===== src/rtl/fcp_pkg.sv =====
// ----------------------------------------------------------------------------
// fcp_pkg
// Shared types, constants, rounding and saturation helpers for the camera pose unit.
// ----------------------------------------------------------------------------
`default_nettype none

package fcp_pkg;

    localparam int CFG_DW = 24;
    localparam int CFG_AW = 3;

    // configuration register indexes
    localparam logic [CFG_AW-1:0] REG_MOVE_SPEED  = 3'd0;
    localparam logic [CFG_AW-1:0] REG_WORLD_UP_X  = 3'd1;
    localparam logic [CFG_AW-1:0] REG_WORLD_UP_Y  = 3'd2;
    localparam logic [CFG_AW-1:0] REG_WORLD_UP_Z  = 3'd3;
    localparam logic [CFG_AW-1:0] REG_PITCH_CLAMP = 3'd4;

    // event kinds
    localparam logic [2:0] KIND_LOOK  = 3'd0;
    localparam logic [2:0] KIND_FWD   = 3'd1;
    localparam logic [2:0] KIND_BACK  = 3'd2;
    localparam logic [2:0] KIND_LEFT  = 3'd3;
    localparam logic [2:0] KIND_RIGHT = 3'd4;
    localparam logic [2:0] KIND_UP    = 3'd5;
    localparam logic [2:0] KIND_DOWN  = 3'd6;

    localparam logic [23:0]        SPEED_RESET = 24'd65536;
    localparam logic signed [15:0] ONE_Q14     = 16'sd16384;
    localparam logic signed [33:0] CORDIC_GAIN = 34'sd652032874;

    localparam int ATAN_LEN = 24;
    localparam logic [31:0] ATAN_TAB [ATAN_LEN] = '{
        32'd188743680, 32'd111421900, 32'd58872272, 32'd29884485,
        32'd15000234,  32'd7507429,   32'd3754631,  32'd1877430,
        32'd938729,    32'd469366,    32'd234683,   32'd117342,
        32'd58671,     32'd29335,     32'd14668,    32'd7334,
        32'd3667,      32'd1833,      32'd917,      32'd458,
        32'd229,       32'd115,       32'd57,       32'd29
    };

    typedef enum logic [3:0] {
        ST_IDLE,
        ST_WRAP,
        ST_COR_YAW_GO,
        ST_COR_YAW_WAIT,
        ST_COR_PIT_GO,
        ST_COR_PIT_WAIT,
        ST_FRONT,
        ST_CROSS,
        ST_SQUARE,
        ST_SQRT_GO,
        ST_SQRT_WAIT,
        ST_DIV_GO,
        ST_DIV_WAIT,
        ST_MOVE,
        ST_VUP,
        ST_FINISH
    } fcp_state_t;

    typedef struct packed {
        logic signed [31:0] pos_x;
        logic signed [31:0] pos_y;
        logic signed [31:0] pos_z;
        logic signed [15:0] front_x;
        logic signed [15:0] front_y;
        logic signed [15:0] front_z;
        logic signed [15:0] right_x;
        logic signed [15:0] right_y;
        logic signed [15:0] right_z;
        logic signed [15:0] view_up_x;
        logic signed [15:0] view_up_y;
        logic signed [15:0] view_up_z;
    } pose_t;

    // shift right with rounding to nearest, half away from zero
    function automatic logic signed [67:0] round_shr(input logic signed [67:0] v,
                                                     input int s);
        logic [67:0] m;
        logic        neg;
        neg = v[67];
        m   = neg ? 68'(-v) : 68'(v);
        m   = (m + (68'd1 << (s - 1))) >> s;
        return neg ? -$signed(m) : $signed(m);
    endfunction

    function automatic logic signed [15:0] sat16(input logic signed [67:0] v);
        if (v > 68'sd32767)
            return 16'sh7fff;
        if (v < -68'sd32768)
            return -16'sd32768;
        return v[15:0];
    endfunction

    function automatic logic signed [31:0] sat32(input logic signed [67:0] v);
        if (v > 68'sd2147483647)
            return 32'sh7fffffff;
        if (v < -68'sd2147483648)
            return 32'sh80000000;
        return v[31:0];
    endfunction

endpackage

`default_nettype wire


===== src/rtl/fcp_sqrt.sv =====
// ----------------------------------------------------------------------------
// fcp_sqrt
// Bit-serial integer square root of a 64-bit value, one result bit a cycle.
// ----------------------------------------------------------------------------
`default_nettype none

module fcp_sqrt
    import fcp_pkg::*;
(
    input  wire logic        clk,
    input  wire logic        rst_n,
    input  wire logic        start,
    input  wire logic [63:0] radicand,
    output logic             done,
    output logic [31:0]      root
);

    logic        busy_reg;
    logic        done_reg;
    logic [4:0]  cnt_reg;
    logic [63:0] v_reg;
    logic [63:0] res_reg;
    logic [63:0] bit_reg;
    logic [64:0] trial;
    logic        fits;

    assign trial = {1'b0, res_reg} + {1'b0, bit_reg};
    assign fits  = {1'b0, v_reg} >= trial;

    always_ff @(posedge clk or negedge rst_n)
    begin
        if (!rst_n)
        begin
            busy_reg <= 1'b0;
            done_reg <= 1'b0;
            cnt_reg  <= '0;
        end
        else
        begin
            done_reg <= 1'b0;
            if (start)
            begin
                busy_reg <= 1'b1;
                cnt_reg  <= '0;
            end
            else if (busy_reg)
            begin
                cnt_reg <= cnt_reg + 1'b1;
                if (cnt_reg == 5'd31)
                begin
                    busy_reg <= 1'b0;
                    done_reg <= 1'b1;
                end
            end
        end
    end

    always_ff @(posedge clk)
    begin
        if (start)
        begin
            v_reg   <= radicand;
            res_reg <= '0;
            bit_reg <= 64'd1 << 62;
        end
        else if (busy_reg)
        begin
            if (fits)
            begin
                v_reg   <= v_reg - trial[63:0];
                res_reg <= (res_reg >> 1) + bit_reg;
            end
            else
            begin
                res_reg <= res_reg >> 1;
            end
            bit_reg <= bit_reg >> 2;
        end
    end

    assign done = done_reg;
    assign root = res_reg[31:0];

endmodule

`default_nettype wire


===== config.mk =====
export PLATFORM = sky130hd
export DESIGN_NAME = fcp_sqrt
export DESIGN_NICKNAME = d
export VERILOG_FILES = /design/src/rtl/fcp_pkg.sv /design/src/rtl/fcp_sqrt.sv
export SDC_FILE = /design/constraint.sdc
export NUM_CORES = 1
export LEC_CHECK = 0
export BUFFER_PORTS_ARGS = -buffer_cell sky130_fd_sc_hd__buf_4
export CAP_MARGIN = 20
export CORE_AREA = 5 5 206 208
export CTS_BUF_LIST = sky130_fd_sc_hd__clkbuf_4 sky130_fd_sc_hd__clkbuf_8
export DETAILED_ROUTE_END_ITERATION = 10
export DIE_AREA = 0 0 211 213
export GPL_ROUTABILITY_DRIVEN = 0
export GPL_TIMING_DRIVEN = 0
export SYNTH_ARGS = -nofsm -noshare
export SYNTH_HDL_FRONTEND = slang
export SYNTH_SLANG_ARGS = --single-unit

===== constraint.sdc =====
create_clock -name clk -period 11.9 [get_ports clk]
set_input_delay 0 -clock clk [delete_from_list [all_inputs] [get_ports clk]]
set_output_delay 0 -clock clk [all_outputs]
set_load 0.01 [all_outputs]

==> results.md <==
- Net count, final: 2352
- Cells after DPL: 2572
- P_leak: 7.24 nW
- Vias in the first global route: 14900
- Worst setup margin: 4.02 ns
- Compound-Gate Fraction of Synth Area: 25.6%
- Met3 Use GR: 2.88%
- Vias per cell: 5.83
- Count of non-filler cells in the finished layout: 2697
- P_int: 0.00213 W
- Pins over their slew limit: 0
- Post-route cell area: 18000 sq um
- Post-synthesis simple-gate area fraction: 19.6%
- Post-CTS Hold Buffers: 93
- Worst-path fanout max: 26
- Die width: 211 microns
- DRT antenna net count: 0
- Die area: 44900 sq um
- Critical Path RT: 12.10 ns
- Gr usage total: 23.3%
- Slew HR: 31.6%
- Clk root buf: clkbuf_8
- Unrepaired setup endpoints after global routing: no
- Post-synth top flop: dfxtp_1
- Synth Area in XOR/XNOR: 8.43%
- CP endpoint kind: flip-flop
- Rows: 74
- Synthesized net count: 2139
- Fmax: 127 MHz
- Peak supply drop: 0.0957 mV
- Clk buf depth: 2
- Cells after synthesis: 1939
- FF/Latch Area: 4020 sq um
- Area leader, netlist: dfxtp_1
- CP startpoint kind: flip-flop
- Number of enable flip-flop cells after synthesis: 64
- Filler cells: 4048
- Worst Max-Slew Pin Slew: 1.03 ns
- Top Ports: 100
- Pwr dens: 226 nW/um^2
- Sw frac: 47.8%
- # setup viols final: 0
- Register area share after synthesis: 26.5%
- Status: finished clean
- HP Class: in2reg
- Ranking of synthesized cells by area: dfxtp_1 (13%), edfxtp_1 (13%), ha_1 (11%), o21ai_0 (5.8%), nand2_1 (5.7%)
- Net Switching: 0.00195 W
- DR WL/cell: 20.0 microns
- Period minus WS final: 7.88 ns
- Netlist cell types: 76
- Core area: 40400 sq um
- # Post-CTS Setup Buffers: 0
- CTS buffer count: 17
- DP Worst Slack: 4.22 ns
- Multi-input logic area: 10300 sq um
- Largest family of logic cells by synthesized area: compound AO/OA/AOI/OAI gates
- 1st-iter DRT viols: 1540
- Worst EP arrival: 8.08 ns
- Placed Area: 16700 sq um
- Crit path kind: reg2reg
- Routed WL: 53800 microns
- Worst-path clk slew: 0.11 ns
- Post-synth top area share: 12.7%
- Ys Warns: 0
- Global-route wire length before repair: 82900 microns
- Clock Sinks: 167
- Final HPWL DP: 41100 microns
- Share of cells above drive strength 1: 9.79%
- Hold Slack: 0.0188 ns
- Most Crowded Layer GR: met2
- Reg power frac: 23.1%
- Vert. Die Dim: 213 microns
- Antenna violations before repair: 1
- Synthesized area: 15200 sq um
- Async set-reset flop share out of synthesis: 4.19%
- Detailed Routing Iterations Pass 1: 6
- Period utilization: 66.2%
- Port buffer count: 98
- Clk_skew: 0.0216 ns
- Final Hold Fails: 0
- GR Util met1: 31.6%
- Syn-to-layout area delta: 18.9%
- Synth Area in Adders: 11.0%
- Post-synthesis mux area share: 3.23%
- GR Layer Usage met2: 38.3%
- CTS tree: done
- Antenna Cells: 0
- MaxCap Viol Count: 0
- Clock Latency Late Sink: 0.51 ns
- Drt drc: 0
- Mean Syn Cell Area: 7.82 sq um
- Util after Layout: 44.7%
- Post-CTS Resized: 0
- Grt ovf: 0
- FF+latch count, synth: 167
- Largest net degree at the start of global routing: 27
- Via Count: 15700
- Starting Density: 37.6%
- H-tree depth: 4
- Clk pwr share: 12.0%
- Logic pwr share: 64.9%
power by group through the flow:
stage	Clock (W)	Combinational [W]	Sequential (W)
floorplan	0	0.00183	0.000918
global placement	0	0.00242	0.000976
detailed placement	0	0.00248	0.000951
CTS	0.000495	0.00261	0.000939
global route	0.000519	0.00291	0.000953
finish	0.000490	0.00265	0.000942
synthesized netlist by cell type, types with 8 or more instances:
| cell | n |
|---|---|
| or3_1 | 24 |
| nand4_1 | 49 |
| o211ai_1 | 18 |
| o21a_1 | 24 |
| o21bai_1 | 27 |
| clkbuf_1 | 87 |
| inv_1 | 41 |
| buf_2 | 9 |
| dfxtp_1 | 96 |
| a31o_2 | 8 |
| nand2b_1 | 10 |
| o21ai_0 | 175 |
| buf_4 | 34 |
| edfxtp_1 | 64 |
| o31ai_1 | 8 |
| mux2_2 | 8 |
| a21oi_1 | 120 |
| nor3_1 | 29 |
| nand3_1 | 36 |
| a311oi_1 | 28 |
| nor2b_1 | 18 |
| xor2_1 | 70 |
| a211oi_1 | 27 |
| nand2_1 | 232 |
| ha_1 | 132 |
| xnor2_1 | 76 |
| and3_1 | 21 |
| a31oi_1 | 65 |
| mux2i_1 | 40 |
| a21o_1 | 38 |
| nor2_1 | 204 |
final timing paths:
path                            cells past startpoint  slack (ns)        from          to
worst max-delay path                               27        4.02  res_reg[4]   v_reg[21]
worst min register to register                      2        0.54  res_reg[0]  res_reg[0]
worst min-delay path                                2        0.02       start   v_reg[20]
min in group asynchronous                           3        0.44       rst_n  cnt_reg[4]
worst max register to register                     27        4.02  res_reg[4]   v_reg[21]
max in group asynchronous                           3       11.20       rst_n  cnt_reg[3]
cells by family after synthesis:
family | count (synthesis)
AO/OA/AOI/OAI | 605
adder cells (fa/ha/maj) | 133
multiplexers | 48
buffers and inverters | 182
flip-flops | 167
AND/OR/NAND/NOR | 658
XOR/XNOR | 146
metal layers:
layer / routed length, microns / up-vias
met1: 23800 / 7409
met2: 24500 / 653
met4: 1860 / 0
met5: 0 / -
met3: 3690 / 118
li1: - / 7549
critical path: stages (launching register included):
cell,delay [ns]
dfxtp_1,0.60
ha_1,0.32
nor3_1,0.07
a211oi_1,0.70
nand2_1,0.19
a31oi_1,0.55
a21oi_1,0.25
o21ai_1,0.33
a21oi_1,0.23
o21ai_1,0.35
o21a_1,0.19
xnor2_1,0.10
ha_1,0.29
clkbuf_1,0.25
and3_1,0.29
and4_1,0.30
nand2_1,0.09
nor4_1,0.26
a31oi_1,0.15
o211ai_1,0.14
nand3_1,0.12
and2_1,0.22
buf_6,0.16
buf_8,0.15
buf_6,0.17
o21ai_4,0.55
buf_12,0.28
buf_16,0.20
stage by stage:
stage                     setup TNS (ns)  power, W
after global placement           -137.07   0.00340
final                                  0   0.00408
after CTS                              0   0.00404
after floorplan                        0   0.00274
after detailed placement               0   0.00343
after global routing                   0   0.00438
cell type report:
cell class,count,area share [%]
clock buffers,19,1.42
inverters,41,0.853
flip-flops and latches,167,22.3
clock inverters,13,1.05
repair buffers,194,9.66
multi-input cells,1590,57.2
well taps,532,3.69
plain buffers,141,3.89
placed cells by master (no fill, tap or decap), drive strengths merged, types with 28 or more instances in the layout:
cell,instances
nand2,233
a31oi,65
dlygate4sd3,93
dfxtp,96
inv,46
a21o,38
edfxtp,64
nor2,204
xor2,70
ha,132
a211oi,28
mux2i,40
nand3,36
a21oi,120
xnor2,76
nand4,49
buf,155
a311oi,30
clkbuf,106
o21ai,179
nor3,29
(Power assumes the default switching activity.)
