## src/rtl/fcp_pkg.sv

```systemverilog
// ----------------------------------------------------------------------------
// fcp_pkg
// Shared types, constants, rounding and saturation helpers for the camera pose unit.
// ----------------------------------------------------------------------------
`default_nettype none

package fcp_pkg;

    localparam int CFG_DW = 24;
    localparam int CFG_AW = 3;

    // configuration register indexes
    localparam logic [CFG_AW-1:0] REG_MOVE_SPEED  = 3'd0;
    localparam logic [CFG_AW-1:0] REG_WORLD_UP_X  = 3'd1;
    localparam logic [CFG_AW-1:0] REG_WORLD_UP_Y  = 3'd2;
    localparam logic [CFG_AW-1:0] REG_WORLD_UP_Z  = 3'd3;
    localparam logic [CFG_AW-1:0] REG_PITCH_CLAMP = 3'd4;

    // event kinds
    localparam logic [2:0] KIND_LOOK  = 3'd0;
    localparam logic [2:0] KIND_FWD   = 3'd1;
    localparam logic [2:0] KIND_BACK  = 3'd2;
    localparam logic [2:0] KIND_LEFT  = 3'd3;
    localparam logic [2:0] KIND_RIGHT = 3'd4;
    localparam logic [2:0] KIND_UP    = 3'd5;
    localparam logic [2:0] KIND_DOWN  = 3'd6;

    localparam logic [23:0]        SPEED_RESET = 24'd65536;
    localparam logic signed [15:0] ONE_Q14     = 16'sd16384;
    localparam logic signed [33:0] CORDIC_GAIN = 34'sd652032874;

    localparam int ATAN_LEN = 24;
    localparam logic [31:0] ATAN_TAB [ATAN_LEN] = '{
        32'd188743680, 32'd111421900, 32'd58872272, 32'd29884485,
        32'd15000234,  32'd7507429,   32'd3754631,  32'd1877430,
        32'd938729,    32'd469366,    32'd234683,   32'd117342,
        32'd58671,     32'd29335,     32'd14668,    32'd7334,
        32'd3667,      32'd1833,      32'd917,      32'd458,
        32'd229,       32'd115,       32'd57,       32'd29
    };

    typedef enum logic [3:0] {
        ST_IDLE,
        ST_WRAP,
        ST_COR_YAW_GO,
        ST_COR_YAW_WAIT,
        ST_COR_PIT_GO,
        ST_COR_PIT_WAIT,
        ST_FRONT,
        ST_CROSS,
        ST_SQUARE,
        ST_SQRT_GO,
        ST_SQRT_WAIT,
        ST_DIV_GO,
        ST_DIV_WAIT,
        ST_MOVE,
        ST_VUP,
        ST_FINISH
    } fcp_state_t;

    typedef struct packed {
        logic signed [31:0] pos_x;
        logic signed [31:0] pos_y;
        logic signed [31:0] pos_z;
        logic signed [15:0] front_x;
        logic signed [15:0] front_y;
        logic signed [15:0] front_z;
        logic signed [15:0] right_x;
        logic signed [15:0] right_y;
        logic signed [15:0] right_z;
        logic signed [15:0] view_up_x;
        logic signed [15:0] view_up_y;
        logic signed [15:0] view_up_z;
    } pose_t;

    // shift right with rounding to nearest, half away from zero
    function automatic logic signed [67:0] round_shr(input logic signed [67:0] v,
                                                     input int s);
        logic [67:0] m;
        logic        neg;
        neg = v[67];
        m   = neg ? 68'(-v) : 68'(v);
        m   = (m + (68'd1 << (s - 1))) >> s;
        return neg ? -$signed(m) : $signed(m);
    endfunction

    function automatic logic signed [15:0] sat16(input logic signed [67:0] v);
        if (v > 68'sd32767)
            return 16'sh7fff;
        if (v < -68'sd32768)
            return -16'sd32768;
        return v[15:0];
    endfunction

    function automatic logic signed [31:0] sat32(input logic signed [67:0] v);
        if (v > 68'sd2147483647)
            return 32'sh7fffffff;
        if (v < -68'sd2147483648)
            return 32'sh80000000;
        return v[31:0];
    endfunction

endpackage

`default_nettype wire

```

## src/rtl/fcp_cordic.sv

```systemverilog
// ----------------------------------------------------------------------------
// fcp_cordic
// Iterative rotation-mode CORDIC: sine and cosine in Q1.30 of an angle
// given in tenths of a degree, one micro-rotation per cycle.
// ----------------------------------------------------------------------------
`default_nettype none

module fcp_cordic
    import fcp_pkg::*;
#(
    parameter int STEPS = 16
)
(
    input  wire logic               clk,
    input  wire logic               rst_n,
    input  wire logic               start,
    input  wire logic [11:0]        angle,
    output logic                    done,
    output logic signed [33:0]      sin_q30,
    output logic signed [33:0]      cos_q30
);

    localparam int IW = $clog2(STEPS);

    logic                busy_reg;
    logic                done_reg;
    logic [IW-1:0]       i_reg;
    logic signed [33:0]  x_reg;
    logic signed [33:0]  y_reg;
    logic signed [31:0]  z_reg;
    logic                neg_reg;
    logic signed [33:0]  sin_reg;
    logic signed [33:0]  cos_reg;

    // angle folding into -90..90 degrees
    logic signed [12:0]  a_fold;
    logic                a_neg;
    logic [9:0]          a_mag;
    logic [28:0]         z_int;
    logic [24:0]         z_frac;
    logic signed [31:0]  z_start;

    logic signed [33:0]  dx;
    logic signed [33:0]  dy;
    logic signed [31:0]  at;
    logic signed [33:0]  x_next;
    logic signed [33:0]  y_next;
    logic signed [31:0]  z_next;

    always_comb
    begin
        a_fold = $signed({1'b0, angle});
        a_neg  = 1'b0;
        if (a_fold > 13'sd900 && a_fold < 13'sd2700)
        begin
            a_fold = a_fold - 13'sd1800;
            a_neg  = 1'b1;
        end
        else if (a_fold >= 13'sd2700)
        begin
            a_fold = a_fold - 13'sd3600;
        end
        a_mag   = a_fold[12] ? 10'(-a_fold) : 10'(a_fold);
        // tenths to 2^-22 degree: m*419430 + floor((4m+5)/10)
        z_int   = 29'(a_mag) * 29'd419430;
        z_frac  = (25'({a_mag, 2'b00} + 12'd5) * 25'd6554) >> 16;
        z_start = $signed(32'(z_int) + 32'(z_frac));
        if (a_fold[12])
            z_start = -z_start;
    end

    always_comb
    begin
        dx = y_reg >>> i_reg;
        dy = x_reg >>> i_reg;
        at = $signed(ATAN_TAB[5'(i_reg)]);
        if (!z_reg[31])
        begin
            x_next = x_reg - dx;
            y_next = y_reg + dy;
            z_next = z_reg - at;
        end
        else
        begin
            x_next = x_reg + dx;
            y_next = y_reg - dy;
            z_next = z_reg + at;
        end
    end

    always_ff @(posedge clk or negedge rst_n)
    begin
        if (!rst_n)
        begin
            busy_reg <= 1'b0;
            done_reg <= 1'b0;
            i_reg    <= '0;
        end
        else
        begin
            done_reg <= 1'b0;
            if (start)
            begin
                busy_reg <= 1'b1;
                i_reg    <= '0;
            end
            else if (busy_reg)
            begin
                i_reg <= i_reg + 1'b1;
                if (i_reg == IW'(STEPS - 1))
                begin
                    busy_reg <= 1'b0;
                    done_reg <= 1'b1;
                end
            end
        end
    end

    always_ff @(posedge clk)
    begin
        if (start)
        begin
            x_reg   <= CORDIC_GAIN;
            y_reg   <= '0;
            z_reg   <= z_start;
            neg_reg <= a_neg;
        end
        else if (busy_reg)
        begin
            x_reg <= x_next;
            y_reg <= y_next;
            z_reg <= z_next;
            if (i_reg == IW'(STEPS - 1))
            begin
                sin_reg <= neg_reg ? -y_next : y_next;
                cos_reg <= neg_reg ? -x_next : x_next;
            end
        end
    end

    assign done    = done_reg;
    assign sin_q30 = sin_reg;
    assign cos_q30 = cos_reg;

endmodule

`default_nettype wire

```

## config.mk

```make
export PLATFORM = sky130hd
export DESIGN_NAME = fcp_cordic
export DESIGN_NICKNAME = d
export VERILOG_FILES = /design/src/rtl/fcp_pkg.sv /design/src/rtl/fcp_cordic.sv
export SDC_FILE = /design/constraint.sdc
export NUM_CORES = 1
export LEC_CHECK = 0
export BUFFER_PORTS_ARGS = -buffer_cell sky130_fd_sc_hd__buf_2
export CAP_MARGIN = 40
export CORE_MARGIN = 4
export CORE_UTILIZATION = 65
export CTS_CLUSTER_SIZE = 25
export DETAILED_ROUTE_END_ITERATION = 7
export HOLD_SLACK_MARGIN = 0.03
export PLACE_DENSITY = 0.84
export SLEW_MARGIN = 25
export SYNTH_ARGS = -nofsm -noshare
export SYNTH_HDL_FRONTEND = slang
export SYNTH_SLANG_ARGS = --single-unit
```

## constraint.sdc

```tcl
create_clock -name clk -period 11 [get_ports clk]
set_input_delay 0 -clock clk [delete_from_list [all_inputs] [get_ports clk]]
set_output_delay 0 -clock clk [all_outputs]
set_load 0.01 [all_outputs]
```

==> summary.md <==
| Metric | Value |
|---|---|
| Headroom to the max-slew limit | `43.6%` |
| Crit path launch type | `input pin` |
| Mapped Nets | `3,294` |
| Clk sinks | `175` |
| Post-Route WL | `68,200 um` |
| Sequential share of the synthesized area | `18.0%` |
| Req. time, crit path | `11.24 ns` |
| Vias in the first global route | `22.3k` |
| Crit-path max FO | `5` |
| Initial antenna violation count | `0` |
| Final TNS setup | `0 ns` |
| Hold Path End | `neg_reg$_DFFE_PP_` |
| Die Area | `42,200 um2` |
| Average routed wire per standard cell | `19.4 um` |
| Worst R2R Path Depth | `23` |
| Multiplexer share of the synthesized area | `12.2%` |
| Crit-path most repeated cell | `inv_1` |
| R2r setup slk | `2.90 ns` |
| Gpl congestion | `0.977` |
| Mapped cell area | `25,300 um2` |
| First-pass DRT Iterations | `6` |
| PortBufs | `83` |
| Total track usage | `32.1%` |
| # nets final | `3,318` |
| Main combinational cell family by area after synthesis | `compound AO/OA/AOI/OAI gates` |
| H-tree levels | `4` |
| Worst hold path type | `input pin to register` |
| Largest stage delay, worst path | `0.54 ns` |
| Max-cap viol count | `0` |
| DR vias/cell | `6.50` |
| Yosys Warn Count | `0` |
| Pre-CTS setup slack | `-0.218 ns` |
| Starting Density | `65.6%` |
| Synth Area in Compound Gates | `18.7%` |
| Stages on the worst setup path | `46` |
| Total gr overflow | `0` |
| Via count | `22.9k` |
| Core Region | `38,600 um2` |
| Synth Area in XOR/XNOR | `11.8%` |
| Slowest cell on crit path | `fa_1` |
| Final Setup Violations | `0` |
| Post-synth EDFFs | `101` |
| Final hold vios | `0` |
| Die width | `205 um` |
| Critical path endpoint category | `register` |
| Worst Tran Pin Value | `0.847 ns` |
| CP Class | `input pin to register` |
| Fmax | `96.2 MHz` |
| Layout cells sized above 1 | `11.2%` |
| Worst R2R Start | `i_reg[0]$_DFFE_PN0P_` |
| Worst Hold Slack | `0.122 ns` |
| Post-synthesis adder-cell area fraction | `17.3%` |
| Ant diodes | `0` |
| Rows | `72` |
| DRT iter0 DRCs | `1,902` |
| #FFs+latches synth | `175` |
| Worst r2r dst | `cos_q30[33]$_DFFE_PP_` |
| WHS Path Cells | `3` |
| CP arrival | `10.63 ns` |
| I/O pin total | `84` |
| CTS buffer count | `17` |
| Syn_area_per_cell | `8.54 um2` |
| Register clock-pin slew on the reported worst setup and hold paths | `0.08 ns` |
| Top Layer Used | `met4` |
| Distinct cells, synth | `99` |
| Clk_skew | `0.0169 ns` |
| DR DRC count | `0` |
| Status | `complete, no violations` |
| Top_reg_cell synth | `edfxtp_1` |
| Final WS setup | `0.603 ns` |
| Period utilization | `94.5%` |
| Final Critical Period | `10.40 ns` |
| Buf+Inv Stages, Crit Path | `8` |
| Met3 Wirelength | `3790 um` |
| Fraction of registers with async set or reset after synthesis | `3.43%` |
| Fillcell total | `3,096` |
| Fin. max-slew vios | `0` |
| Post-DP HPWL | `53,400 um` |
| Buffer depth of the longest clock path | `2` |
| Die height | `205 um` |
| Mapped Cells | `2,964` |
| Area taken by multi-input logic gates | `19,400 um2` |
| Met1 Wirelength | `27,300 um` |
| CTS tree | `built` |
| Synth Area in Simple Gates | `16.6%` |
| First-pass GRT wire length | `111,000 um` |
| Worst skew pair latency | `0.50 ns` |
| P&R area growth vs syn | `6.20%` |
| Largest net degree at the start of global routing | `77` |
| Hold wc startpoint | `angle[11]` |
| CP delay by family, top | `compound AO/OA/AOI/OAI gates` |
| Final Core Density | `69.7%` |
| Met2 Wirelength | `33,700 um` |
| Remaining antenna violation count | `0` |
| Reg area | `4560 um2` |
| CTS root buf | `clkbuf_16` |
-- worst register-to-register path, delay by kind of cell (launching register included) --
| family | cells | cell delay [ns] |
|---|---|---|
| AOI/OAI and AO/OA | 9 | 2.49 |
| buffers and inverters | 3 | 1.38 |
| muxes | 3 | 1.19 |
| and+or+nand+nor | 5 | 1.18 |
| DFF | 1 | 0.78 |
| adders and majority gates | 1 | 0.51 |
| xor gates and xnor gates | 2 | 0.32 |
-- kinds of logic (layout without fill, tap and decap cells) --
| group | count (synthesis) | in the layout |
|---|---|---|
| AO/OA/AOI/OAI | 732 | 732 |
| buffers and inverters | 339 | 376 |
| adder cells (fa/ha/maj) | 315 | 315 |
| XOR/XNOR | 339 | 339 |
| flip-flops | 175 | 175 |
| multiplexers | 197 | 197 |
| AND/OR/NAND/NOR | 867 | 867 |
-- Yosys cell counts (16+ instances only) --
| cell | n | area (um2) |
|---|---|---|
| or2_2 | 20 | 125 |
| dfxtp_1 | 68 | 1360 |
| xnor2_1 | 217 | 1900 |
| xor2_1 | 121 | 1060 |
| mux2_2 | 28 | 315 |
| nand2b_1 | 26 | 163 |
| clkbuf_1 | 69 | 259 |
| nand4_1 | 32 | 200 |
| a211oi_1 | 29 | 218 |
| o21a_1 | 30 | 225 |
| or3_1 | 24 | 150 |
| o21bai_1 | 16 | 120 |
| inv_1 | 205 | 769 |
| nor2b_1 | 34 | 213 |
| o31ai_1 | 32 | 240 |
| buf_1 | 24 | 90.1 |
| a31oi_1 | 51 | 319 |
| and3_1 | 28 | 175 |
| nor2_1 | 286 | 1070 |
| a21oi_1 | 200 | 1000 |
| ha_1 | 257 | 3220 |
| fa_1 | 58 | 1160 |
| nand2_1 | 201 | 754 |
| buf_2 | 30 | 150 |
| nor4_1 | 16 | 100 |
| o21ai_0 | 151 | 756 |
| nand3_1 | 63 | 315 |
| nor3_1 | 48 | 240 |
| a21o_1 | 58 | 435 |
| o211ai_1 | 24 | 180 |
| mux4_2 | 87 | 1960 |
| edfxtp_1 | 101 | 3030 |
| and2_1 | 27 | 169 |
| mux2i_1 | 80 | 801 |
-- worst max-delay path by stage --
| stage | startpoint | to | slack (ns) |
|---|---|---|---|
| detailed placement | angle[4] | z_reg[29]$_DFFE_PP_ | -0.22 |
| CTS | angle[4] | z_reg[29]$_DFFE_PP_ | 0.26 |
| floorplan | angle[0] | z_reg[29]$_DFFE_PP_ | 0.1 |
| global placement | angle[4] | z_reg[29]$_DFFE_PP_ | 0.07 |
| finish | angle[4] | z_reg[29]$_DFFE_PP_ | 0.60 |
| global route | angle[4] | z_reg[29]$_DFFE_PP_ | -0.06 |
-- placed cells by master, fill, tap and decap left out, types with 13 or more instances in the layout --
master and count:
or2_2 20, buf_2 82, nand3_1 63, mux2_2 28, ha_1 257, clkbuf_16 17
xor2_1 120, a31oi_1 50, inv_1 205, xnor2_1 216, nor2_1 286, o21ai_1 13
or3_1 24, mux4_2 87, o41ai_1 13, a21oi_1 199, o21a_1 29, and2_1 27
buf_4 47, o211ai_1 24, o31ai_1 31, a211oi_1 28, mux2i_1 80, nor3_1 48
o21bai_1 16, fa_1 58, o21ai_0 149, nand2_1 201, nand4_1 32, nand2b_1 26
dfxtp_1 68, nor4_1 15, nor2b_1 34, edfxtp_1 101, a21o_1 58, and3_1 28
-- through the flow --
stage	instance area, um2	std cells
final	26900	3519
after global routing	26900	3519
after CTS	26800	3515
after detailed placement	26100	3479
after global placement	26100	3477
after floorplan	25300	2964
-- layer usage --
layer	global-route usage, %	up-vias
met5	0	-
met4	16.3	0
met3	4.24	203
met2	56.1	835
met1	38.8	11000
li1	-	10900
-- layout make-up --
class,instances,share of cell area (%)
clock inverters,14,0.661
inverters,208,2.90
clock buffers,18,1.60
multi-input cells,2450,72.4
repair buffers,136,3.12
flip-flops and latches,175,17.0
well taps,518,2.41
-- timing repair --
item,4_1_cts,5_1_grt
endpoints found under the hold margin,21,0
hold buffers,4,0
setup endpoints to repair,0,18
buffers inserted,0,3
gates resized for setup,0,11
Power is left out: the tool's default activity adds up to more than one toggle a clock period on the data nets, which glitch-free logic cannot reach.
