### src/rtl/fcp_pkg.sv
// ----------------------------------------------------------------------------
// fcp_pkg
// Shared types, constants, rounding and saturation helpers for the camera pose unit.
// ----------------------------------------------------------------------------
`default_nettype none

package fcp_pkg;

    localparam int CFG_DW = 24;
    localparam int CFG_AW = 3;

    // configuration register indexes
    localparam logic [CFG_AW-1:0] REG_MOVE_SPEED  = 3'd0;
    localparam logic [CFG_AW-1:0] REG_WORLD_UP_X  = 3'd1;
    localparam logic [CFG_AW-1:0] REG_WORLD_UP_Y  = 3'd2;
    localparam logic [CFG_AW-1:0] REG_WORLD_UP_Z  = 3'd3;
    localparam logic [CFG_AW-1:0] REG_PITCH_CLAMP = 3'd4;

    // event kinds
    localparam logic [2:0] KIND_LOOK  = 3'd0;
    localparam logic [2:0] KIND_FWD   = 3'd1;
    localparam logic [2:0] KIND_BACK  = 3'd2;
    localparam logic [2:0] KIND_LEFT  = 3'd3;
    localparam logic [2:0] KIND_RIGHT = 3'd4;
    localparam logic [2:0] KIND_UP    = 3'd5;
    localparam logic [2:0] KIND_DOWN  = 3'd6;

    localparam logic [23:0]        SPEED_RESET = 24'd65536;
    localparam logic signed [15:0] ONE_Q14     = 16'sd16384;
    localparam logic signed [33:0] CORDIC_GAIN = 34'sd652032874;

    localparam int ATAN_LEN = 24;
    localparam logic [31:0] ATAN_TAB [ATAN_LEN] = '{
        32'd188743680, 32'd111421900, 32'd58872272, 32'd29884485,
        32'd15000234,  32'd7507429,   32'd3754631,  32'd1877430,
        32'd938729,    32'd469366,    32'd234683,   32'd117342,
        32'd58671,     32'd29335,     32'd14668,    32'd7334,
        32'd3667,      32'd1833,      32'd917,      32'd458,
        32'd229,       32'd115,       32'd57,       32'd29
    };

    typedef enum logic [3:0] {
        ST_IDLE,
        ST_WRAP,
        ST_COR_YAW_GO,
        ST_COR_YAW_WAIT,
        ST_COR_PIT_GO,
        ST_COR_PIT_WAIT,
        ST_FRONT,
        ST_CROSS,
        ST_SQUARE,
        ST_SQRT_GO,
        ST_SQRT_WAIT,
        ST_DIV_GO,
        ST_DIV_WAIT,
        ST_MOVE,
        ST_VUP,
        ST_FINISH
    } fcp_state_t;

    typedef struct packed {
        logic signed [31:0] pos_x;
        logic signed [31:0] pos_y;
        logic signed [31:0] pos_z;
        logic signed [15:0] front_x;
        logic signed [15:0] front_y;
        logic signed [15:0] front_z;
        logic signed [15:0] right_x;
        logic signed [15:0] right_y;
        logic signed [15:0] right_z;
        logic signed [15:0] view_up_x;
        logic signed [15:0] view_up_y;
        logic signed [15:0] view_up_z;
    } pose_t;

    // shift right with rounding to nearest, half away from zero
    function automatic logic signed [67:0] round_shr(input logic signed [67:0] v,
                                                     input int s);
        logic [67:0] m;
        logic        neg;
        neg = v[67];
        m   = neg ? 68'(-v) : 68'(v);
        m   = (m + (68'd1 << (s - 1))) >> s;
        return neg ? -$signed(m) : $signed(m);
    endfunction

    function automatic logic signed [15:0] sat16(input logic signed [67:0] v);
        if (v > 68'sd32767)
            return 16'sh7fff;
        if (v < -68'sd32768)
            return -16'sd32768;
        return v[15:0];
    endfunction

    function automatic logic signed [31:0] sat32(input logic signed [67:0] v);
        if (v > 68'sd2147483647)
            return 32'sh7fffffff;
        if (v < -68'sd2147483648)
            return 32'sh80000000;
        return v[31:0];
    endfunction

endpackage

`default_nettype wire

### src/rtl/fcp_div.sv
// ----------------------------------------------------------------------------
// fcp_div
// Restoring divider for the right-vector normalise; the quotient is known
// to stay below 2^15, so only fifteen quotient bits are produced.
// ----------------------------------------------------------------------------
`default_nettype none

module fcp_div
    import fcp_pkg::*;
(
    input  wire logic        clk,
    input  wire logic        rst_n,
    input  wire logic        start,
    input  wire logic [46:0] num,
    input  wire logic [31:0] den,
    output logic             done,
    output logic [14:0]      quo
);

    logic        busy_reg;
    logic        done_reg;
    logic [3:0]  cnt_reg;
    logic [32:0] rem_reg;
    logic [14:0] low_reg;
    logic [31:0] den_reg;
    logic [32:0] shifted;
    logic        take;

    assign shifted = {rem_reg[31:0], low_reg[14]};
    assign take    = shifted >= {1'b0, den_reg};

    always_ff @(posedge clk or negedge rst_n)
    begin
        if (!rst_n)
        begin
            busy_reg <= 1'b0;
            done_reg <= 1'b0;
            cnt_reg  <= '0;
        end
        else
        begin
            done_reg <= 1'b0;
            if (start)
            begin
                busy_reg <= 1'b1;
                cnt_reg  <= '0;
            end
            else if (busy_reg)
            begin
                cnt_reg <= cnt_reg + 1'b1;
                if (cnt_reg == 4'd14)
                begin
                    busy_reg <= 1'b0;
                    done_reg <= 1'b1;
                end
            end
        end
    end

    // quotient bits shift in where the numerator bits shift out
    always_ff @(posedge clk)
    begin
        if (start)
        begin
            rem_reg <= {1'b0, num[46:15]};
            low_reg <= num[14:0];
            den_reg <= den;
        end
        else if (busy_reg)
        begin
            rem_reg <= take ? (shifted - {1'b0, den_reg}) : shifted;
            low_reg <= {low_reg[13:0], take};
        end
    end

    assign done = done_reg;
    assign quo  = low_reg;

endmodule

`default_nettype wire

### config.mk
export PLATFORM = sky130hd
export DESIGN_NAME = fcp_div
export DESIGN_NICKNAME = d
export VERILOG_FILES = /design/src/rtl/fcp_pkg.sv /design/src/rtl/fcp_div.sv
export SDC_FILE = /design/constraint.sdc
export NUM_CORES = 1
export LEC_CHECK = 0
export BUFFER_PORTS_ARGS = -buffer_cell sky130_fd_sc_hd__buf_2
export CORE_MARGIN = 8
export CORE_UTILIZATION = 41
export CTS_BUF_LIST = sky130_fd_sc_hd__clkbuf_2 sky130_fd_sc_hd__clkbuf_4 sky130_fd_sc_hd__clkbuf_8
export CTS_CLUSTER_DIAMETER = 100
export DETAILED_ROUTE_END_ITERATION = 8
export HOLD_SLACK_MARGIN = 0.03
export PLACE_DENSITY_LB_ADDON = 0.05
export SETUP_SLACK_MARGIN = 0.02
export SLEW_MARGIN = 20
export SYNTH_ARGS = -nofsm -noshare
export SYNTH_HDL_FRONTEND = slang
export SYNTH_SLANG_ARGS = --single-unit
### constraint.sdc
create_clock -name clk -period 8.7 [get_ports clk]
set_clock_uncertainty 0.2 [all_clocks]
set_input_delay 2.61 -clock clk [delete_from_list [all_inputs] [get_ports clk]]
set_output_delay 2.61 -clock clk [all_outputs]
set_load 0.01 [all_outputs]
==> results of run 1 <==
## logic make-up after synthesis
| kind of cell | Yosys count | share of synthesized area (%) |
|---|---|---|
| buffers and inverters | 58 | 4.685 |
| flip-flops | 85 | 47.47 |
| AND/OR/NAND/NOR | 83 | 8.029 |
| XOR/XNOR | 30 | 4.945 |
| AO/OA/AOI/OAI | 95 | 12.43 |
| adder cells (fa/ha/maj) | 35 | 8.382 |
| multiplexers | 62 | 14.06 |
## per-layer routing
layer,GRT usage (%),vias to the layer above,routed length [um]
met5,0,-,0
met4,3.962,0,137
met3,4.243,10,484
met2,24.84,62,5780
met1,16.45,1701,5028
li1,-,1835,-
## report_power, final
group	switching [uW]	leakage, uW	internal [uW]
registers	54.3	0.000888	581
clock network	147	0.0000994	144
logic	522	0.00176	570
## layout make-up
| cell class | instances | area, sq um | share of cell area (%) |
|---|---|---|---|
| Inverter | 40 | 150.1 | 2.443 |
| Sequential cell | 85 | 2522 | 41.05 |
| Tap cell | 172 | 215.2 | 3.502 |
| Multi-Input combinational cell | 305 | 2542 | 41.38 |
| Clock inverter | 5 | 58.81 | 0.9570 |
| Timing Repair Buffer | 100 | 510.5 | 8.308 |
| Clock buffer | 11 | 145.1 | 2.362 |
## metrics by stage
step | setup WS [ps] | cell area [sq um] | hold WS [ps]
global placement | 4088 | 5941 | 327.3
finish | 4450 | 6145 | 353.7
detailed placement | 4042 | 5941 | 334.1
global route | 4069 | 6145 | 407.5
floorplan | 4283 | 5314 | 305.4
CTS | 4333 | 6145 | 359.0
## synthesized netlist by cell type, types with 2 or more instances
library cell  count  area share [%]
a31oi_1           5            0.59
a21o_1           19             2.7
a221o_1           5            0.94
o21a_1            5            0.71
clkbuf_1         12            0.85
nand3_1           6            0.57
and3_1            2            0.24
nand4_1           6            0.71
and4_1            3            0.49
a21oi_1          24             2.3
and2_1            2            0.24
ha_1             34             8.0
dfrtp_1           6             2.8
nor3b_1           6            0.85
mux2i_1           6             1.1
o21bai_1          2            0.28
nor3_1            8            0.75
buf_6             4            0.85
a221oi_1          4            0.66
a211oi_1          3            0.42
xor2_1           16             2.6
nand2_1          23             1.6
nor2b_1           4            0.47
nand2b_1          2            0.24
edfxtp_1         79              45
mux2_4           15             4.2
nor2_1           16             1.1
o21ai_0          15             1.4
xnor2_1          14             2.3
mux2_2           41             8.7
inv_1            40             2.8
## path summary, 6_finish.rpt
kind / to / cells past startpoint
max in group asynchronous: cnt_reg[1]$_DFFE_PN0P_ / 1
worst max register to register: rem_reg[26]$_DFFE_PP_ / 11
min in group asynchronous: cnt_reg[2]$_DFFE_PN0P_ / 1
worst min register to register: cnt_reg[3]$_DFFE_PN0P_ / 2
worst max-delay path: rem_reg[26]$_DFFE_PP_ / 11
worst min-delay path: cnt_reg[3]$_DFFE_PN0P_ / 2
## worst max-delay path: stages, from the launching register on
cell      delay (ps)
edfxtp_1         400
ha_1             380
a21oi_1          100
a21oi_1          260
o21ai_0          150
a211oi_1         350
o21ai_1          160
a21boi_2         190
a211o_1          550
buf_4            460
nor2b_1          580
a221oi_1         160
## cell usage in the layout, fill, tap and decap left out, types with 5 or more instances in the layout
master     n
buf_2     96
edfxtp_1  79
mux2_2    41
inv_1     40
ha_1      34
a21oi_1   24
nand2_1   23
a21o_1    19
nor2_1    16
xor2_1    16
o21ai_0   15
mux2_4    15
xnor2_1   14
clkbuf_8  10
nor3_1     8
nand4_1    6
nand3_1    6
nor3b_1    6
mux2i_1    6
dfrtp_1    6
o21a_1     5
a31oi_1    5
a221o_1    5
==> results.cfg, run 1 <==
[power]
power.leakage_uw = 0.002745
power_density_nw_per_um2 = 328.7
ir_worst_vdd_v = 0.0001112
power_uw = 2020

[sta]
slew_violations = 0
rsz0062_at_grt = no
setup_viol = 0
slew_headroom_pct = 56.44
fmax_mhz = 235.3
finalHoldViolations = 0
fin_setup_tns_ps = 0
period_share_pct = 48.85
min_period_ps = 4250
worst_slew_pin_slew_ps = 653.3

[placed_design]
place_inst = 702
dp_hpwl_um = 8441
portBuffers = 97
place.gp.congestion = 0.7813

[floorplanning]
pin_count = 98
rows = 41
die_area_sq_um = 16860
start_util_pct = 42.11
die_w_um = 129.8
coreArea_sq_um = 12620
die_height_um = 129.8

[layout]
fillers = 1216
layout.nets = 658
drive_above_1_share_pct = 32.97
area_growth_pct = 15.63
stdcell_count = 718
insertedDiodeCount = 0
final_util_pct = 48.69

[job]
cap_violations = 0

[setup_path]
worstPathArrival_ps = 4130
crit_start = rem_reg[1]$_DFFE_PP_
rrSetupSlack_ps = 4450
critPathLaunchType = flop
crit_type = flop to flop
cp.required_ps = 8580
worstSetupEndpointType = flop
cp_max_fo = 24
r2r_start = rem_reg[1]$_DFFE_PP_

[route]
dr.pass1.iters = 4
avgRoutedWirePerCell_um = 15.92
dr_total_vias = 3608
drc = 0
antenna_left = 0
viasPerCell = 5.025
drt-total-wl_um = 11430
first_iter_violations = 170

[yosys]
synthArstFlopShare_pct = 7.059
netlist_instances = 448
ys_ff_latch = 85
ys.flop_type = edfxtp_1
ys_warn_count = 0
syn-cell-area_sq_um = 5314
syn-num-nets = 565
ys_seq_area_share_pct = 47.47
synth_edf_count = 79
synth_cell_type_count = 52
syn_area_per_cell_sq_um = 11.86

[clocking]
postCtsHoldBufs = 0
clk_latency_ps = 380
post_cts_buffers = 0
ctsLongestPathBuffers = 2
cts.repair.resized = 0
clkTransAtPathRegs_ps = 90
cts_tree = done
htree_levels = 3
cts_sinks = 85
cts-root-buf = clkbuf_8
cts-buffers-inserted = 9

[hold_path]
worstHoldStart = cnt_reg[3]$_DFFE_PN0P_
hp-class = flop to flop

[grt]
grt_pass1_wl_um = 18770
grt_start_max_net_pins = 54
grt_pass1_vias = 3947
grt_usage_pct = 14.18
overflow = 0
antenna_found_initial = 0

[status]
status = finished clean
Note: power is estimated with default switching activity, not from simulation.
==> run 2: changes to the inputs <==
==> constraint.sdc (replaced) <==
create_clock -name clk -period 4.12 [get_ports clk]
set_clock_uncertainty 0.2 [all_clocks]
set_input_delay 1.236 -clock clk [delete_from_list [all_inputs] [get_ports clk]]
set_output_delay 1.236 -clock clk [all_outputs]
set_load 0.01 [all_outputs]
==> run 2 against run 1 <==
  * Die area did not move
  * Design area rose by 0.86%
  * Clock-buffer cell count rose by 1
  * Clock power rose by 120%
  * Critical path depth rose by 2
  * Critical endpoint is now rem_reg[28]$_DFFE_PP_
  * Sequential share of layout area fell by 0.35 points
  * Highest routed layer unchanged
  * Power rose by 110%
  * Core utilization rose by 0.42 points
  * Sequential cell count did not move
  * Global-route usage barely moved
  * First-iteration DRC count rose by 26%
==> results.cfg, run 2 (synthesis results as in run 1) <==
[power]
power_frac_comb_pct = 54.4
power.leakage_uw = 0.002778
ir_worst_vdd_v = 0.0002692
netSwitchingPower_uw = 1547
power.share.clock_pct = 14.6
pwr-share-seq_pct = 31.1
netSwitchingFraction_pct = 35.78
power_density_nw_per_um2 = 697.8
p_int_uw = 2777

[setup_path]
crit_type = flop to flop
cp_max_fo = 4
cp.required_ps = 4040
critPathLaunchType = flop
worstPathArrival_ps = 3600
worstSetupEndpointType = flop

[route]
drt-total-wl_um = 11570
antenna_left = 0
viasPerCell = 5.114
avgRoutedWirePerCell_um = 16.05
first_iter_violations = 215
drc = 0
dr_total_vias = 3687
dr.pass1.iters = 4

[placed_design]
dp_hpwl_um = 8582
portBuffers = 97
place.gp.congestion = 0.7695
pre_cts_ws_ps = 434.9

[layout]
layout_common_cells = 96 x buf_2, 79 x edfxtp_1, 41 x mux2_2
fillers = 1216
drive_above_1_share_pct = 33.33
seq_area_sq_um = 2522
area_growth_pct = 16.62
layout.nets = 661
multiInputGateArea_sq_um = 2542
final_common_cell = buf_2
insertedDiodeCount = 0

[floorplanning]
die_height_um = 129.8
die_w_um = 129.8
die_area_sq_um = 16860
pin_count = 98
rows = 41
start_util_pct = 42.11
coreArea_sq_um = 12620

[job]
cap_violations = 0

[clocking]
clkTransAtPathRegs_ps = 100
cts-buffers-inserted = 9
cts_tree = done
post_cts_buffers = 0
ctsLongestPathBuffers = 2
cts_sinks = 85
cts.repair.resized = 0
cts-root-buf = clkbuf_8
postCtsHoldBufs = 0
clk_latency_ps = 380
htree_levels = 3

[sta]
min_period_ps = 3680
fin_setup_tns_ps = 0
period_share_pct = 89.32
slew_headroom_pct = 55.69
fmax_mhz = 271.8
rsz0062_at_grt = no
setup_slack_ps = 440.2
slew_violations = 0
finalHoldViolations = 0
worst_slew_pin_slew_ps = 664.7
setup_viol = 0
hold_ws_ps = 364.5

[hold_path]
hp-class = flop to flop

[grt]
grt_usage_pct = 14.22
grt_pass1_wl_um = 18600
antenna_found_initial = 0
grt_pass1_vias = 3823
grt_start_max_net_pins = 52
overflow = 0

[status]
status = finished clean
## run 2: cell types whose count changed in the layout (fill, tap and decap cells not counted), sizes merged
cell and change:
clkinvlp -2, buf +3, clkbuf +1, inv +1
## run 2: stage by stage
stage	total power [uW]	util [%]	instance area, sq um	cells
6_report	4324	49.11	6197	721
3_3_place_gp	3694	47.45	5988	705
4_1_cts	4381	49.11	6197	721
2_1_floorplan	3260	-	5314	448
5_1_grt	4658	49.11	6197	721
3_5_place_dp	3727	47.45	5988	705
## run 2: per-layer routing
layer / GRT usage [%] / wire (um)
met1: 17.38 / 5289
met2: 23.52 / 5691
met3: 4.366 / 442
met4: 4.508 / 148
met5: 0 / 0
## run 2: area by class of cell
class,count,area share [%]
flip-flops and latches,85,40.70
clock buffers,12,2.463
repair buffers,103,9.005
inverters,40,2.423
multi-input cells,305,41.03
clock inverters,4,0.9085
well taps,172,3.473
## run 2: worst paths after layout
kind | from | to | slack, ps | depth (start not counted)
setup / recovery | quo[14]$_DFFE_PP_ | rem_reg[28]$_DFFE_PP_ | 440 | 13
hold / removal | cnt_reg[3]$_DFFE_PN0P_ | cnt_reg[3]$_DFFE_PN0P_ | 360 | 2
setup reg to reg | quo[14]$_DFFE_PP_ | rem_reg[28]$_DFFE_PP_ | 440 | 13
hold reg to reg | cnt_reg[3]$_DFFE_PN0P_ | cnt_reg[3]$_DFFE_PN0P_ | 360 | 2
max in group asynchronous | rst_n | cnt_reg[1]$_DFFE_PN0P_ | 3100 | 1
min in group asynchronous | rst_n | cnt_reg[2]$_DFFE_PN0P_ | 460 | 1
## run 2: power groups by stage
| stage | sequential [uW] | combinational (uW) | clock (uW) |
|---|---|---|---|
| 2_1_floorplan | 1340 | 1920 | 0 |
| 3_3_place_gp | 1360 | 2330 | 0 |
| 3_5_place_dp | 1360 | 2360 | 0 |
| 4_1_cts | 1350 | 2380 | 653 |
| 5_1_grt | 1380 | 2600 | 682 |
| 6_report | 1340 | 2350 | 629 |
## run 2: critical path, cell delays in order, from the launching register on
cell      delay (ps)
edfxtp_1         390
inv_1             80
ha_1             170
inv_1             50
fa_1             400
a21o_1           220
a221oi_2         310
o31a_1           180
o211ai_1         140
a31o_2           330
a31oi_1          270
o21ai_0          170
xor2_1           160
a221o_1          330
==> run 3: changes to the inputs <==
--- a/config.mk
+++ b/config.mk
@@ -5,9 +5,12 @@
 export SDC_FILE = /design/constraint.sdc
 export NUM_CORES = 1
 export LEC_CHECK = 0
+export ABC_AREA = 0
 export BUFFER_PORTS_ARGS = -buffer_cell sky130_fd_sc_hd__buf_2
+export CELL_PAD_IN_SITES_DETAIL_PLACEMENT = 0
+export CELL_PAD_IN_SITES_GLOBAL_PLACEMENT = 1
 export CORE_MARGIN = 8
-export CORE_UTILIZATION = 41
+export CORE_UTILIZATION = 45
 export CTS_BUF_LIST = sky130_fd_sc_hd__clkbuf_2 sky130_fd_sc_hd__clkbuf_4 sky130_fd_sc_hd__clkbuf_8
 export CTS_CLUSTER_DIAMETER = 100
 export DETAILED_ROUTE_END_ITERATION = 8
==> run 3 against run 2 <==
  * Design area down 0.36%
  * Final cell count down 3.7%
  * Core utilization up 4.7 points
  * First-iteration DRC count down 1.9%
  * Hold slack worse by 9.4 ps
  * Combinational power about the same
  * Global-route usage up 1.2 points
  * Critical path depth unchanged
  * Critical path type unchanged
  * Largest cell class unchanged
==> results.cfg, run 3 (synthesis results as in run 1) <==
[clocking]
post_cts_buffers = 0
cts_sinks = 85
clkTransAtPathRegs_ps = 90
cts-buffers-inserted = 9
ctsLongestPathBuffers = 2
htree_levels = 3
clk_latency_ps = 380
postCtsHoldBufs = 0
cts_tree = done
cts.repair.resized = 0
cts-root-buf = clkbuf_8

[sta]
setup_viol = 0
slew_headroom_pct = 62.59
worst_slew_pin_slew_ps = 555.3
slew_violations = 0
fin_setup_tns_ps = 0
finalHoldViolations = 0
min_period_ps = 3744
fmax_mhz = 267.1
rsz0062_at_grt = no
period_share_pct = 90.89

[setup_path]
crit_end = rem_reg[28]$_DFFE_PP_
cp_max_fo = 4
rrSetupSlack_ps = 380
reg2reg_depth = 13
worstSetupEndpointType = flop
reg2reg_to = rem_reg[28]$_DFFE_PP_
crit_type = flop to flop
worstPathArrival_ps = 3670
crit_start = quo[14]$_DFFE_PP_
r2r_start = quo[14]$_DFFE_PP_
critPathLaunchType = flop
cp.required_ps = 4050

[grt]
grt_pass1_vias = 3929
grt_usage_pct = 15.41
antenna_found_initial = 0
grt_pass1_wl_um = 19510
grt_start_max_net_pins = 34
overflow = 0

[floorplanning]
die_w_um = 124.7
coreArea_sq_um = 11470
pin_count = 98
die_area_sq_um = 15540
rows = 39
start_util_pct = 46.34
die_height_um = 124.7

[layout]
seq_area_sq_um = 2522
insertedDiodeCount = 0
drive_above_1_share_pct = 33.58
multiInputGateArea_sq_um = 2542
layout.nets = 663
area_growth_pct = 16.20
final_util_pct = 53.85
final_common_cell = buf_2
fillers = 1032
layout_common_cells = 96 x buf_2, 79 x edfxtp_1, 41 x mux2_2

[hold_path]
hp-class = flop to flop
holdPathStages = 2

[route]
drc = 0
avgRoutedWirePerCell_um = 16.84
drt-total-wl_um = 11690
dr_total_vias = 3666
first_iter_violations = 211
viasPerCell = 5.282
antenna_left = 0
dr.pass1.iters = 4

[placed_design]
portBuffers = 97
place.gp.congestion = 0.7947
dp_hpwl_um = 8878

[job]
cap_violations = 0

[power]
power_density_nw_per_um2 = 703.1
pwr-share-seq_pct = 31.0
ir_worst_vdd_v = 0.0003591
netSwitchingPower_uw = 1572
netSwitchingFraction_pct = 36.22
power.leakage_uw = 0.002788
p_int_uw = 2769
power.share.clock_pct = 14.5
power_frac_comb_pct = 54.5

[status]
status = finished clean
## run 3: cell count changes in the layout (fill, tap and decap cells not counted)
| cell | before | now |
|---|---|---|
| buf_4 | 5 | 7 |
| clkbuf_4 | 2 | 0 |
| clkinv_2 | 0 | 1 |
| clkinv_4 | 1 | 2 |
## run 3: power groups by stage
stage                     clock network (uW)  logic [uW]  registers [uW]
after floorplan                            0        1920            1340
after global placement                     0        2340            1360
after detailed placement                   0        2370            1360
after CTS                                652        2390            1350
after global routing                     686        2620            1370
final                                    628        2370            1350
## run 3: layout make-up
| cell class | count | share of cell area [%] |
|---|---|---|
| Inverter | 40 | 2.432 |
| Timing Repair Buffer | 105 | 9.281 |
| Clock buffer | 10 | 2.229 |
| Multi-Input combinational cell | 305 | 41.18 |
| Sequential cell | 85 | 40.85 |
| Tap cell | 143 | 2.898 |
| Clock inverter | 6 | 1.135 |
## run 3: routing by layer
metal	share of wire, %	up-vias	wire [um]	track usage (%)
met5	0	-	0	0
met2	51	66	5943	26.79
met3	3.7	9	432	4.809
li1	-	1848	-	-
met1	44	1743	5194	17.96
met4	0.99	0	116	3.827
## run 3: worst max-delay path, cell delays in order (launching register included)
cell,delay (ps)
edfxtp_1,400
inv_1,90
ha_1,180
inv_1,60
fa_1,410
a21o_1,220
a221oi_2,320
o31a_1,190
o211ai_1,130
a31o_2,320
a31oi_1,300
o21ai_0,170
xor2_1,160
a221o_1,330
## run 3: how the worst min path moves through the flow
stage,startpoint,end,slack [ps]
after floorplan,cnt_reg[3]$_DFFE_PN0P_,cnt_reg[3]$_DFFE_PN0P_,310
after global placement,cnt_reg[3]$_DFFE_PN0P_,cnt_reg[3]$_DFFE_PN0P_,330
after detailed placement,cnt_reg[3]$_DFFE_PN0P_,cnt_reg[3]$_DFFE_PN0P_,340
after CTS,cnt_reg[3]$_DFFE_PN0P_,cnt_reg[3]$_DFFE_PN0P_,360
after global routing,cnt_reg[3]$_DFFE_PN0P_,cnt_reg[3]$_DFFE_PN0P_,390
final,cnt_reg[3]$_DFFE_PN0P_,cnt_reg[3]$_DFFE_PN0P_,360
## run 3: stage by stage
stage	cell area, sq um	total power [uW]	worst slack (ps)	cells	hold WS [ps]
6_report	6175	4342	375.5	694	355.1
5_1_grt	6175	4685	156.4	694	385.5
4_1_cts	6175	4393	341.6	694	364.7
3_5_place_dp	5967	3739	391.6	678	343.3
3_3_place_gp	5967	3704	366.0	678	329.6
2_1_floorplan	5314	3260	684.4	448	305.4
